===== src/hw/rtl/pss_pkg.sv =====
package pss_pkg;

   localparam int DEPTH = 64;
   localparam int IDX_W = $clog2(DEPTH);
   localparam int CNT_W = $clog2(DEPTH + 1);
   localparam int POS_W = 7;
   localparam int ID_W  = 32;

   localparam logic [1:0] FUNC_INSERT = 2'd0;
   localparam logic [1:0] FUNC_ERASE  = 2'd1;
   localparam logic [1:0] FUNC_READ   = 2'd2;

   // command broadcast to every cell
   typedef struct packed {
      logic             ins;
      logic             del;
      logic             rd;
      logic [IDX_W-1:0] at;
   } pss_cmd_type;

endpackage


===== src/hw/rtl/pss_cell.sv =====
module pss_cell (
   input  logic                   clock,
   input  pss_pkg::pss_cmd_type   cmd,
   input  logic [pss_pkg::IDX_W-1:0] cell_index,
   input  logic [pss_pkg::ID_W-1:0]  new_id,
   input  logic [pss_pkg::ID_W-1:0]  left_id,
   input  logic [pss_pkg::ID_W-1:0]  right_id,
   output logic [pss_pkg::ID_W-1:0]  id_out,
   output logic [pss_pkg::ID_W-1:0]  rd_out
);
   import pss_pkg::*;

   logic [ID_W-1:0] id_ff, id_in;
   logic [ID_W-1:0] rd_ff, rd_in;

   always_comb begin
      id_in = id_ff;
      if (cmd.ins && (cell_index > cmd.at)) begin
         id_in = left_id;
      end else if (cmd.ins && (cell_index == cmd.at)) begin
         id_in = new_id;
      end else if (cmd.del && (cell_index >= cmd.at)) begin
         id_in = right_id;
      end
   end

   // masked read: only the addressed cell drives nonzero
   assign rd_in = (cmd.rd && (cell_index == cmd.at)) ? id_ff : '0;

   always_ff @(posedge clock) begin
      id_ff <= id_in;
      rd_ff <= rd_in;
   end

   assign id_out = id_ff;
   assign rd_out = rd_ff;

endmodule


===== config.mk =====
export PLATFORM = sky130hd
export DESIGN_NAME = pss_cell
export DESIGN_NICKNAME = d
export VERILOG_FILES = /design/src/hw/rtl/pss_pkg.sv /design/src/hw/rtl/pss_cell.sv
export SDC_FILE = /design/constraint.sdc
export NUM_CORES = 1
export LEC_CHECK = 0
export BUFFER_PORTS_ARGS = -buffer_cell sky130_fd_sc_hd__clkbuf_2
export CAP_MARGIN = 20
export CORE_ASPECT_RATIO = 1.4
export CORE_MARGIN = 2
export CORE_UTILIZATION = 40
export DETAILED_ROUTE_END_ITERATION = 16
export GPL_ROUTABILITY_DRIVEN = 0
export GPL_TIMING_DRIVEN = 0
export PLACE_DENSITY = 0.82
export SLEW_MARGIN = 20
export SYNTH_ARGS = -nofsm -noshare
export SYNTH_HDL_FRONTEND = slang
export SYNTH_SLANG_ARGS = --single-unit

===== constraint.sdc =====
create_clock -name clock -period 2.8 [get_ports clock]
set_input_delay 0.14 -clock clock [delete_from_list [all_inputs] [get_ports clock]]
set_output_delay 0.14 -clock clock [all_outputs]
set_load 0.1 [all_outputs]

==> impl_metrics.tcl <==
set metrics [dict create \
    status "finished clean" \
    synthAdderAreaFrac_pct 2.48 \
    holdWs_ns 0.113 \
    path_cells "clkbuf_2 > inv_1 > ha_1 > nand4_1 > nor2_1 > clkbuf_1 > o22a_2" \
    syn_area_per_cell_um2 15.3 \
    rrSetupSlack_ns 2.11 \
    rows 37 \
    leakagePower_nw 2.32 \
    dr.pass1.iters 4 \
    worstMarginPinSlew_ns 0.756 \
    path_buf_inv 3 \
    multi_input_area_um2 1330 \
    die_x_um 77.5 \
    cts_tree "built" \
    cp.arrival_ns 2.17 \
    maxCapViolCount 0 \
    antenna_found_initial 0 \
    grt_pass1_vias 2327 \
    dp_hpwl_mm 5.75 \
    synth.distinct_cells 22 \
    io_pins 176 \
    ir_drop_v 0.000340 \
    fin_crit_ns 2.21 \
    finish.utilization_pct 57.3 \
    seqCellArea_um2 1600 \
    cts.sinks 64 \
    slew_violations 0 \
    ys_seq_elements 64 \
    grt_usage_pct 17.4 \
    max_slew_margin_pct 49.6 \
    htree_levels 3 \
    worst_setup_path_end_kind "flip-flop" \
    grt_overflow 0 \
    synthXorXnorAreaFrac_pct 0 \
    finalNonFillerCells 486 \
    final-hold-violation-count 0 \
    dp.cells 470 \
    drive_gt1_share_pct 68.1 \
    io_buffers 175 \
    clk_pin_slew_worst_paths_ns 0.07 \
    cts_made_buffers 9 \
    synth_warnings 0 \
    initial_core_util_pct 41.1 \
    timing.fmax_mhz 452 \
    period_share_pct 79.0 \
    drt-total-wl_mm 7.08 \
    synth_nets 316 \
    synth_area_leaders "edfxtp_1 32%, mux2_4 30%, dfxtp_1 21%, and3_1 6.6%, ha_1 2.5%" \
    startpoint_type "input port" \
    hp-start "left_id[5]" \
    rsz0062_at_grt "no" \
    die_y_um 107 \
    cp_data_required_time_ns 2.76 \
    cpPeakStageDelay_ns 0.70 \
    grt_max_degree 33 \
    post_cts_resized 0 \
    die_area_um2 8290 \
    synth_top_family_by_area "multiplexers" \
    netlist_instances 198 \
    nets 502 \
    synth.area.mux_share_pct 31.3 \
    vias 2268 \
    clockBufferDepth 2 \
    synth_compound_area_share_pct 1.32 \
    remaining_drc_errors 0 \
    grt_pass1_wl_mm 11.0 \
    holdPathStages 2 \
    drt_iter0_markers 81 \
    reg2reg_depth 1 \
    antennaDiodeCount 0 \
    seq_area_frac_synth_pct 52.9 \
    nFillCells 598 \
    r2r_end "rd_out[0]" \
    via_per_inst 4.67 \
    critPathMaxFanout 32 \
    regToRegStartpoint "id_out[0]" \
    core_um2 7360 \
    clk_latency_ns 0.32 \
    synthesis.area_um2 3030 \
    synth_top_area_cell "edfxtp_1" \
    final_antenna_net_count 0 \
    ctsHoldBuffers 0 \
    cp_slowest_cell "o22a_2" \
    post_drt_wl_per_cell_um 14.6 \
    cpLargestDelayFamily "compound AO/OA/AOI/OAI gates" \
    tns_ns 0 \
    cp-startpoint "cmd[5]" \
    min_to "id_out[5]" \
    yosysTopAreaCellShare_pct 31.7 \
    worstHoldPathType "in -> reg" \
    setup_viol 0 \
    cts_setup_buffers 0 \
    p_per_area_nw_per_um2 675 \
    fin_skew_ns 0.00362 \
    crit_type "in -> reg" \
    syn2layout_area_growth_pct 39.4 \
    yosys.area_share.simple_pct 8.68 \
    clockRootBuffer "clkbuf_8" \
]
power breakdown:
part / internal (mW) / switching [mW] / total (mW) / leakage, nW
clock network: 0.410 / 0.361 / 0.771 / 0.0916
registers: 1.09 / 0.0398 / 1.13 / 0.562
logic: 0.231 / 0.720 / 0.950 / 1.67
cells in the mapped netlist (all sizes together):
library cell / number
mux2: 64
and3: 32
dfxtp: 32
edfxtp: 32
buf: 6
clkbuf: 6
ha: 6
inv: 6
nand3: 2
nand4: 2
o21ai: 2
a21o: 1
a21oi: 1
a31o: 1
and4: 1
nand2: 1
nor2: 1
nor2b: 1
o22a: 1
cell families after synthesis:
logic type | Yosys count
multiplexers | 64
flip-flops | 64
AND/OR/NAND/NOR | 40
buffers and inverters | 18
AO/OA/AOI/OAI | 6
adder cells (fa/ha/maj) | 6
cell type report:
cell class | instances | area share [%]
multi-input cells | 116 | 31.4
clock inverters | 7 | 1.69
plain buffers | 12 | 1.87
clock buffers | 9 | 2.94
well taps | 97 | 2.88
repair buffers | 175 | 20.8
inverters | 6 | 0.534
flip-flops and latches | 64 | 37.9
cells in the final DEF, fill, tap and decap left out, drive strengths merged:
cell and count:
a21o 1, a21oi 1, a31o 1, and3 32
and4 1, buf 6, bufinv 1, clkbuf 190
clkinv 2, clkinvlp 3, dfxtp 32, edfxtp 32
ha 6, inv 7, mux2 64, nand2 1
nand3 2, nand4 2, nor2 1, nor2b 1
o21ai 2, o22a 1
metrics by stage:
step / worst slack [ns] / cell area, µm² / total power, mW
final: 0.588 / 4220 / 2.85
after global routing: 0.392 / 4220 / 2.96
after CTS: 0.553 / 4220 / 2.88
after detailed placement: 0.201 / 4030 / 2.10
after global placement: -0.196 / 4020 / 2.09
after floorplan: 0.556 / 3030 / 1.91
worst max path at each step:
| stage | cells after the start | endpoint | slack [ns] |
|---|---|---|---|
| after floorplan | 6 | id_out[0] | 0.56 |
| after global placement | 7 | id_out[18] | -0.20 |
| after detailed placement | 7 | id_out[18] | 0.20 |
| after CTS | 7 | id_out[11] | 0.55 |
| after global routing | 7 | id_out[31] | 0.39 |
| final | 7 | id_out[31] | 0.59 |
layer usage:
layer	vias to the layer above	wire, µm	track usage (%)	share of wire (%)
li1	1104	-	-	-
met5	-	0	0	0
met3	7	326	4.88	4.6
met1	1064	2730	19.0	39
met2	93	3940	31.6	56
met4	0	83	6.89	1.2
registers in the layout, summed over array words and instances, names as in the netlist:
| name | cells |
|---|---|
| rd_out | 32 |
| id_out | 32 |
(Power assumes the default switching activity.)
